--- config.mk ---
export PLATFORM = sky130hd
export DESIGN_NAME = double_ended_queue
export DESIGN_NICKNAME = d
export VERILOG_FILES = /design/src/deq_pkg.sv /design/src/deq_cell.sv /design/src/double_ended_queue.sv
export SDC_FILE = /design/constraint.sdc
export NUM_CORES = 1
export LEC_CHECK = 0
export ABC_AREA = 1
export BUFFER_PORTS_ARGS = -buffer_cell sky130_fd_sc_hd__buf_2
export CORE_MARGIN = 2
export CORE_UTILIZATION = 30
export DETAILED_ROUTE_END_ITERATION = 10
export HOLD_SLACK_MARGIN = 0.15
export PLACE_DENSITY = 0.44
export SETUP_SLACK_MARGIN = 0.2
export SLEW_MARGIN = 10
export SYNTH_ARGS = -nofsm -noshare
export SYNTH_HDL_FRONTEND = slang
export SYNTH_SLANG_ARGS = --single-unit
--- constraint.sdc ---
create_clock -name clk -period 3.2 [get_ports clk]
set_input_delay 0.64 -clock clk [delete_from_list [all_inputs] [get_ports clk]]
set_output_delay 0.64 -clock clk [all_outputs]
set_load 0.03 [all_outputs]
--- src/deq_pkg.sv ---
// Package for the double-ended queue: operation and status codes, word type,
// and the structs passed between the top level and the storage cells.
// Depends on nothing; every other file imports it.
package deq_pkg;

	localparam int WORD_W = 32;

	typedef logic signed [WORD_W-1:0] word_t;

	typedef enum logic [2:0] {
		OP_PUSH_RIGHT = 3'd0,
		OP_PUSH_LEFT  = 3'd1,
		OP_POP_RIGHT  = 3'd2,
		OP_POP_LEFT   = 3'd3,
		OP_PEEK_RIGHT = 3'd4,
		OP_PEEK_LEFT  = 3'd5
	} op_t;

	typedef enum logic [1:0] {
		ST_OK    = 2'd0,
		ST_EMPTY = 2'd1,
		ST_FULL  = 2'd2
	} status_t;

	// Command broadcast to every cell in the same cycle.
	typedef struct packed {
		logic shift_r;  // push left: every word moves one cell to the right
		logic shift_l;  // pop left: every word moves one cell to the left
		logic push_r;   // first empty cell takes the new word
		logic pop_r;    // rightmost occupied cell empties itself
		logic fetch_r;  // rightmost occupied cell launches its word down the carry chain
	} cell_cmd_t;

	// Contents of one cell as seen by its neighbours.
	typedef struct packed {
		logic  valid;
		word_t word;
	} cell_state_t;

	// One stage of the carry chain that returns the right-end word to cell 0.
	typedef struct packed {
		logic  vld;
		word_t word;
	} carry_t;

endpackage

--- src/deq_cell.sv ---
// One storage cell of the double-ended queue chain.
// Holds one word with its occupancy bit and one stage of the carry chain.
// Depends on deq_pkg.
module deq_cell (
	input  logic                clk,
	input  logic                arst_n,
	input  deq_pkg::cell_cmd_t  cmd,
	input  deq_pkg::word_t      value,
	input  deq_pkg::cell_state_t left,
	input  deq_pkg::cell_state_t right,
	input  deq_pkg::carry_t     right_carry,
	output deq_pkg::cell_state_t own,
	output deq_pkg::carry_t     carry
);
	import deq_pkg::*;

	logic  valid_q;
	word_t word_q;
	logic  carry_vld_q;
	word_t carry_word_q;
	logic  rightmost;
	logic  push_here;
	logic  deposit;

	// The occupied cells are always contiguous from cell 0, so both ends are
	// found from the neighbours alone.
	assign rightmost = valid_q && !right.valid;
	assign push_here = !valid_q && left.valid;
	assign deposit   = cmd.fetch_r && rightmost;

	always_ff @(posedge clk or negedge arst_n) begin
		if (!arst_n) begin
			valid_q     <= 1'b0;
			carry_vld_q <= 1'b0;
		end else begin
			if (cmd.shift_r) begin
				valid_q <= left.valid;
			end else if (cmd.shift_l) begin
				valid_q <= right.valid;
			end else if (cmd.push_r && push_here) begin
				valid_q <= 1'b1;
			end else if (cmd.pop_r && rightmost) begin
				valid_q <= 1'b0;
			end
			carry_vld_q <= deposit || right_carry.vld;
		end
	end

	always_ff @(posedge clk) begin
		if (cmd.shift_r) begin
			word_q <= left.word;
		end else if (cmd.shift_l) begin
			word_q <= right.word;
		end else if (cmd.push_r && push_here) begin
			word_q <= value;
		end
		carry_word_q <= deposit ? word_q : right_carry.word;
	end

	assign own   = '{valid: valid_q, word: word_q};
	assign carry = '{vld: carry_vld_q, word: carry_word_q};

endmodule

--- src/double_ended_queue.sv ---
// Top level of the double-ended queue: command decode, result registers and
// the chain of storage cells.
// Depends on deq_pkg and deq_cell.
//
// A bounded double-ended queue of signed 32-bit words held in a row of DEPTH
// identical cells. The left end of the queue always sits in cell 0 and the
// words fill the cells contiguously towards the right. A request is taken at
// a rising edge where start is high and busy is low; every request produces
// exactly one result, shown on result_value and status for a single cycle
// while done is high. The receiver cannot hold results off, so it must take
// each one in the cycle in which done is high. Pushes at either end, pops and
// peeks at the left end, refused pushes (queue full), pops or peeks of an
// empty queue, and the unused operation codes all give their result in the
// cycle after the request is taken, and the next request may be taken in
// that same cycle. A pop or peek at the right end gives its result only once
// the rightmost word has been handed from cell to cell, one cell per cycle,
// along a carry chain that runs down to cell 0; busy stays high until then.
// A push while full leaves the queue unchanged and reports status full with
// a zero word; a pop or peek while empty reports status empty with a zero
// word.
module double_ended_queue #(
	parameter int DEPTH = 16
) (
	input  logic              clk,
	input  logic              arst_n,
	input  logic              start,
	output logic              busy,
	input  deq_pkg::op_t      op,
	input  deq_pkg::word_t    value,
	output logic              done,
	output deq_pkg::word_t    result_value,
	output deq_pkg::status_t  status
);
	import deq_pkg::*;

	cell_cmd_t   cmd;
	cell_state_t cells     [DEPTH];
	cell_state_t left_in   [DEPTH];
	cell_state_t right_in  [DEPTH];
	carry_t      carries   [DEPTH];
	carry_t      rcarry_in [DEPTH];

	logic    accept;
	logic    empty;
	logic    full;
	logic    busy_q;
	logic    done_q;
	word_t   result_q;
	status_t status_q;

	// Decoded outcome of the request taken this cycle, when it completes at once.
	logic    finish_now;
	logic    wait_carry;
	word_t   res_word;
	status_t res_status;

	assign accept = start && !busy_q;

	// Occupancy is contiguous from cell 0, so the end cells tell the fill state.
	assign empty = !cells[0].valid;
	assign full  = cells[DEPTH-1].valid;

	always_comb begin
		cmd        = '0;
		finish_now = 1'b0;
		wait_carry = 1'b0;
		res_word   = '0;
		res_status = ST_OK;
		if (accept) begin
			finish_now = 1'b1;
			case (op)
				OP_PUSH_RIGHT, OP_PUSH_LEFT: begin
					if (full) begin
						res_status = ST_FULL;
					end else if (op == OP_PUSH_RIGHT) begin
						cmd.push_r = 1'b1;
					end else begin
						cmd.shift_r = 1'b1;
					end
				end
				OP_POP_LEFT, OP_PEEK_LEFT: begin
					if (empty) begin
						res_status = ST_EMPTY;
					end else begin
						res_word    = cells[0].word;
						cmd.shift_l = (op == OP_POP_LEFT);
					end
				end
				OP_POP_RIGHT, OP_PEEK_RIGHT: begin
					if (empty) begin
						res_status = ST_EMPTY;
					end else begin
						// The rightmost cell launches its word; the result is
						// delivered when it reaches cell 0.
						finish_now  = 1'b0;
						wait_carry  = 1'b1;
						cmd.fetch_r = 1'b1;
						cmd.pop_r   = (op == OP_POP_RIGHT);
					end
				end
				default: begin
					// Unused codes do nothing and report ok with a zero word.
				end
			endcase
		end
	end

	always_ff @(posedge clk or negedge arst_n) begin
		if (!arst_n) begin
			busy_q <= 1'b0;
			done_q <= 1'b0;
		end else begin
			if (wait_carry) begin
				busy_q <= 1'b1;
			end else if (busy_q && carries[0].vld) begin
				busy_q <= 1'b0;
			end
			done_q <= finish_now || (busy_q && carries[0].vld);
		end
	end

	always_ff @(posedge clk) begin
		if (busy_q && carries[0].vld) begin
			result_q <= carries[0].word;
			status_q <= ST_OK;
		end else if (finish_now) begin
			result_q <= res_word;
			status_q <= res_status;
		end
	end

	// Row of cells. Cell 0 sees an always-occupied left neighbour carrying the
	// incoming word, so a push at the left end is an ordinary shift to the
	// right. The last cell sees an empty right neighbour.
	for (genvar i = 0; i < DEPTH; i++) begin : g_cell
		if (i == 0) begin : g_first
			assign left_in[i] = '{valid: 1'b1, word: value};
		end else begin : g_inner_l
			assign left_in[i] = cells[i-1];
		end
		if (i == DEPTH - 1) begin : g_last
			assign right_in[i]  = '0;
			assign rcarry_in[i] = '0;
		end else begin : g_inner_r
			assign right_in[i]  = cells[i+1];
			assign rcarry_in[i] = carries[i+1];
		end

		deq_cell u_cell (
			.clk         (clk),
			.arst_n      (arst_n),
			.cmd         (cmd),
			.value       (value),
			.left        (left_in[i]),
			.right       (right_in[i]),
			.right_carry (rcarry_in[i]),
			.own         (cells[i]),
			.carry       (carries[i])
		);
	end

	assign busy         = busy_q;
	assign done         = done_q;
	assign result_value = result_q;
	assign status       = status_q;

endmodule

==> flow_metrics.py, run 1 <==
metrics = {
    "clock_network": {
        "cts_buffers": 115,
        "clock_sinks": 1092,
        "cts_tree": "done",
        "clkLatencyLatePin_ps": 710,
        "root_buffer": "clkbuf_16",
        "post_cts_resize_count": 0,
        "post_cts_buffers": 0,
        "ctsHoldBuffers": 1,
        "clkTransAtPathRegs_ps": 60,
        "clock_path_buffers": 3,
        "h-tree-depth": 3,
    },
    "place": {
        "dpl.hpwl_um": 74000,
        "portBuffers": 73,
        "place_congestion": 0.767,
    },
    "drt": {
        "route.vias.total": 31200,
        "drt-initial-drc-count": 2679,
        "detail-route-antenna-nets": 0,
        "routed_via_density": 4.64,
        "wirelength_um": 119000,
        "drc": 0,
        "routedWlPerCell_um": 17.7,
        "drt-pass1-iter-count": 5,
    },
    "final_layout": {
        "diodes": 0,
        "mostFrequentLayoutCells": "nand2_1 (2001), nand3_1 (913), edfxtp_1 (544)",
        "final_common_cell": "nand2_1",
        "area_growth_pct": 14.9,
        "drive_gt1_share_pct": 8.60,
        "nets": 4781,
    },
    "floorplanning": {
        "core_region_area_um2": 142000,
        "rows": 138,
        "dieArea_um2": 146000,
        "start_util_pct": 30.3,
        "ios": 74,
        "dieHeight_um": 383,
        "die_w_um": 383,
    },
    "yosys": {
        "syn_nets": 4790,
        "yosysSeqAreaShare_pct": 63.9,
        "synth_cell_types": 25,
        "avgSynthCellArea_um2": 9.06,
        "synthAdderAreaFrac_pct": 0.0582,
        "yosysWarnings": 0,
        "synthCells": 4750,
        "yosys.area_share.simple_pct": 29.4,
        "synth_compound_area_share_pct": 1.95,
        "synth_top_family_by_area": "simple AND/OR/NAND/NOR gates",
        "synth_xor_xnor_area_share_pct": 0,
        "synth_seq_cells": 1092,
        "ys_async_sr_fraction_pct": 3.11,
        "synth_area_um2": 43000,
        "yosys-mux-area-fraction_pct": 0,
        "synth_flop_cell": "edfxtp_1",
        "synth-edff-count": 544,
    },
    "worst_setup_path": {
        "worstPathArrival_ps": 3040,
        "r2r-start": "g_cell[15].u_cell.valid_q",
        "cp-startpoint": "g_cell[15].u_cell.valid_q",
        "end_kind": "flip-flop",
        "critPathMaxStageDelay_ps": 550,
        "timing.critical_path.buf_inv": 3,
        "rrSetupSlack_ps": 710,
        "critical_path_peak_fanout": 34,
        "setup.worst_path.end": "g_cell[15].u_cell.word_q[6]",
        "path_delay_family": "simple AND/OR/NAND/NOR gates",
        "reg2reg_depth": 9,
        "worst_path_max_delay_cell": "dfrtp_1",
        "worstPathCellList": "inv_2 > nand2_1 > nor2_2 > nand2_2 > nand2_1 > inv_2 > buf_4 > nand2_2 > o21ai_0",
        "crit_type": "reg -> reg",
        "crit_cells": 9,
        "crit_required_ps": 3750,
        "r2r_end": "g_cell[15].u_cell.word_q[6]",
        "startpoint_type": "flip-flop",
    },
    "sta": {
        "clock_skew_ps": 27.9,
        "setup_violations": 0,
        "min_period_ps": 2490,
        "tightest_slew_ps": 1120,
        "slew_headroom_pct": 25.4,
        "hold_viol_final": 0,
        "fin_crit_sh_pct": 77.7,
        "max_freq_mhz": 402,
        "slew_violations": 0,
        "rsz0062_at_grt": "false",
        "tns_ps": 0,
    },
    "global_routing": {
        "grt_pass1_vias": 29800,
        "antenna_found_initial": 0,
        "grt_pass1_wl_um": 187000,
        "grt_start_max_net_pins": 98,
        "overflow": 0,
        "grt_usage_pct": 16.1,
    },
    "min_path": {
        "hp-class": "in -> reg",
    },
    "power_and_ir_drop": {
        "leakage_nw": 19.6,
        "total_power_w": 0.0288,
        "peakVddDrop_v": 0.000473,
        "power_density_nw_per_um2": 583,
    },
    "run_status": {
        "outcome": "complete, no violations",
    },
    "flow_run": {
        "cap_violations": 0,
    },
}
==> per-stage QoR <==
step                      area [µm²]  worst slack, ps  util, %  hold slack, ps  cells
final                          49500              712     34.8             263   6730
after global routing           49500              555     34.8             253   6730
after CTS                      49500              764     34.8             214   6730
after detailed placement       45500              312     32.1             401   6513
after global placement         45500              290     32.1             400   6513
after floorplan                43000              500        -             344   4750
==> logic make-up (layout without fill, tap and decap cells) <==
group / Yosys count / in the layout
buffers and inverters: 460 / 550
adder cells (fa/ha/maj): 2 / 2
flip-flops: 1092 / 1092
AO/OA/AOI/OAI: 167 / 167
AND/OR/NAND/NOR: 3029 / 3029
==> synth_stat cells (2+ instances only) <==
master    count  area, µm²
buf_1         8       30.0
buf_2       169        846
buf_4        21        158
buf_6         4       45.0
clkbuf_1    104        390
dfrtp_1      34        851
dfxtp_1     514      10300
edfxtp_1    544      16300
ha_1          2       25.0
inv_1       145        544
inv_2         8       30.0
nand2_1    2005       7530
nand2_2      28        175
nand3_1     913       4570
nand4_1      14       87.6
nor2_1       66        248
o21ai_0     124        621
o21ai_1      40        200
==> how the worst min path moves through the flow <==
stage	depth (start not counted)	endpoint	start
after floorplan	0	busy	arst_n
after global placement	2	g_cell[2].u_cell.carry_word_q[22]	g_cell[3].u_cell.carry_word_q[22]
after detailed placement	2	g_cell[2].u_cell.carry_word_q[13]	g_cell[3].u_cell.carry_word_q[13]
after CTS	3	g_cell[0].u_cell.word_q[19]	value[19]
after global routing	3	g_cell[0].u_cell.word_q[28]	value[28]
final	3	g_cell[0].u_cell.word_q[19]	value[19]
==> worst reg2reg max path: cells and delay by family, from the launching register on <==
kind	cells	cell delay, ps
AOI/OAI and AO/OA	1	200
and+or+nand+nor	5	920
DFF	1	550
buffers and inverters	3	680
==> per-layer routing <==
metal	vias to the layer above	track usage, %	part of all wire [%]
li1	15600	-	-
met1	14600	24.0	49
met2	874	24.7	44
met3	123	2.09	5.7
met4	0	3.82	1.5
met5	-	0	0
==> final cells by class <==
class / count / area [µm²]
inverter: 154 / 593
timing repair buffer: 180 / 1580
clock inverter: 40 / 432
tap: 1890 / 2360
multi-input combinational: 3198 / 13500
fill: 14800 / 92500
clock buffer: 176 / 3460
sequential: 1092 / 27500
==> power by group <==
part | switching (W) | internal, W | leakage [nW] | total (W)
Sequential | 0.00000556 | 0.0147 | 9.50 | 0.0147
Clock | 0.00553 | 0.00813 | 1.93 | 0.0137
Combinational | 0.000329 | 0.000131 | 8.15 | 0.000460
Total | 0.00587 | 0.0229 | 19.6 | 0.0288
==> flip-flops by register name, indices dropped and copies added (netlist names) <==
name / cells
g_cell.u_cell.carry_vld_q: 16
g_cell.u_cell.word_q: 512
busy: 1
g_cell.u_cell.carry_word_q: 512
status: 2
result_value: 32
done: 1
g_cell.u_cell.valid_q: 16
Power figures use the tool's default switching activity.
==> inputs of run 2 (changes only) <==
==> constraint.sdc (replaced) <==
create_clock -name clk -period 2.6 [get_ports clk]
set_input_delay 0.52 -clock clk [delete_from_list [all_inputs] [get_ports clk]]
set_output_delay 0.52 -clock clk [all_outputs]
set_load 0.03 [all_outputs]
==> flow_metrics.py, run 2 (synthesis results as in run 1) <==
metrics = {
    "floorplanning": {
        "die_w_um": 383,
        "dieHeight_um": 383,
        "start_util_pct": 30.3,
        "core_region_area_um2": 142000,
        "rows": 138,
        "ios": 74,
        "dieArea_um2": 146000,
    },
    "worst_setup_path": {
        "startpoint_type": "flip-flop",
        "worstPathArrival_ps": 2570,
        "crit_required_ps": 3010,
        "end_kind": "flip-flop",
        "crit_type": "reg -> reg",
        "critical_path_peak_fanout": 30,
    },
    "place": {
        "dpl.hpwl_um": 73500,
        "dp_cells": 6520,
        "portBuffers": 73,
        "dp_slack_ps": 133,
        "place_congestion": 0.750,
        "place_area_um2": 46000,
    },
    "drt": {
        "wirelength_um": 112000,
        "routedWlPerCell_um": 16.6,
        "drt-pass1-iter-count": 7,
        "drt-initial-drc-count": 2368,
        "routed_via_density": 4.51,
        "detail-route-antenna-nets": 0,
        "route.vias.total": 30500,
        "drc": 0,
    },
    "sta": {
        "hold_viol_final": 0,
        "tightest_slew_ps": 577,
        "min_period_ps": 2160,
        "fin_crit_sh_pct": 83.2,
        "tns_ps": 0,
        "setup_slack_ps": 436,
        "slew_violations": 0,
        "slew_headroom_pct": 61.6,
        "max_freq_mhz": 462,
        "rsz0062_at_grt": "false",
        "setup_violations": 0,
        "clock_skew_ps": 33.6,
    },
    "global_routing": {
        "grt_usage_pct": 15.4,
        "grt_pass1_wl_um": 180000,
        "overflow": 0,
        "antenna_found_initial": 0,
        "grt_pass1_vias": 29800,
        "grt_start_max_net_pins": 92,
    },
    "final_layout": {
        "nets": 4814,
        "area_growth_pct": 16.3,
        "final_common_cell": "nand2_1",
        "diodes": 0,
        "final-instance-count-excl-fill": 6763,
        "design_area_um2": 50000,
        "mostFrequentLayoutCells": "nand2_1 (2001), nand3_1 (913), edfxtp_1 (544)",
        "drive_gt1_share_pct": 8.50,
    },
    "clock_network": {
        "h-tree-depth": 3,
        "post_cts_resize_count": 0,
        "clkLatencyLatePin_ps": 720,
        "clkTransAtPathRegs_ps": 60,
        "clock_sinks": 1092,
        "root_buffer": "clkbuf_16",
        "clock_path_buffers": 3,
        "post_cts_buffers": 0,
        "ctsHoldBuffers": 27,
        "cts_tree": "done",
        "cts_buffers": 115,
    },
    "run_status": {
        "outcome": "complete, no violations",
    },
    "power_and_ir_drop": {
        "power_density_nw_per_um2": 700,
        "leakage_nw": 19.8,
        "peakVddDrop_v": 0.000502,
    },
    "min_path": {
        "hp-class": "in -> reg",
    },
    "flow_run": {
        "cap_violations": 0,
    },
}
run 2: per-layer routing:
metal  wire, µm  global-route usage (%)
met1      55600                    22.7
met2      48900                    23.6
met3       5960                    2.13
met4       1950                    3.88
met5          0                       0
run 2: worst paths after layout:
check / start / to / slack, ps / cells after the start
setup / recovery: busy / g_cell[15].u_cell.word_q[19] / 440 / 9
hold / removal: value[4] / g_cell[0].u_cell.word_q[4] / 200 / 3
setup reg to reg: busy / g_cell[15].u_cell.word_q[19] / 440 / 9
hold reg to reg: g_cell[8].u_cell.carry_word_q[1] / g_cell[7].u_cell.carry_word_q[1] / 410 / 2
max in group asynchronous: arst_n / g_cell[0].u_cell.valid_q / 1630 / 3
min in group asynchronous: arst_n / g_cell[10].u_cell.carry_vld_q / 220 / 2
run 2: per-stage QoR:
step	power [W]	hold WS (ps)	util [%]
after floorplan	0.0188	224	-
after detailed placement	0.0190	401	32.4
after global placement	0.0190	395	32.4
after global routing	0.0363	189	35.2
final	0.0350	203	35.2
after CTS	0.0355	154	35.2
run 2: area by class of cell:
| class | count | area, µm² |
|---|---|---|
| multi-input combinational | 3198 | 13500 |
| sequential | 1092 | 27500 |
| timing repair buffer | 213 | 2300 |
| inverter | 154 | 593 |
| fill | 14800 | 91900 |
| tap | 1890 | 2360 |
| clock buffer | 169 | 3320 |
| clock inverter | 47 | 420 |
run 2: critical path: stages (launching register included):
cell	delay, ps
dfrtp_1	400
inv_2	90
nand3_1	140
inv_1	120
nand2_1	170
nand2_1	140
inv_2	70
buf_12	170
nand2_2	350
o21ai_0	190
run 2: power by group:
group	switching [W]	internal [W]
Clock	0.00682	0.00950
Sequential	0.00000618	0.0181
Combinational	0.000412	0.000189
Total	0.00724	0.0278
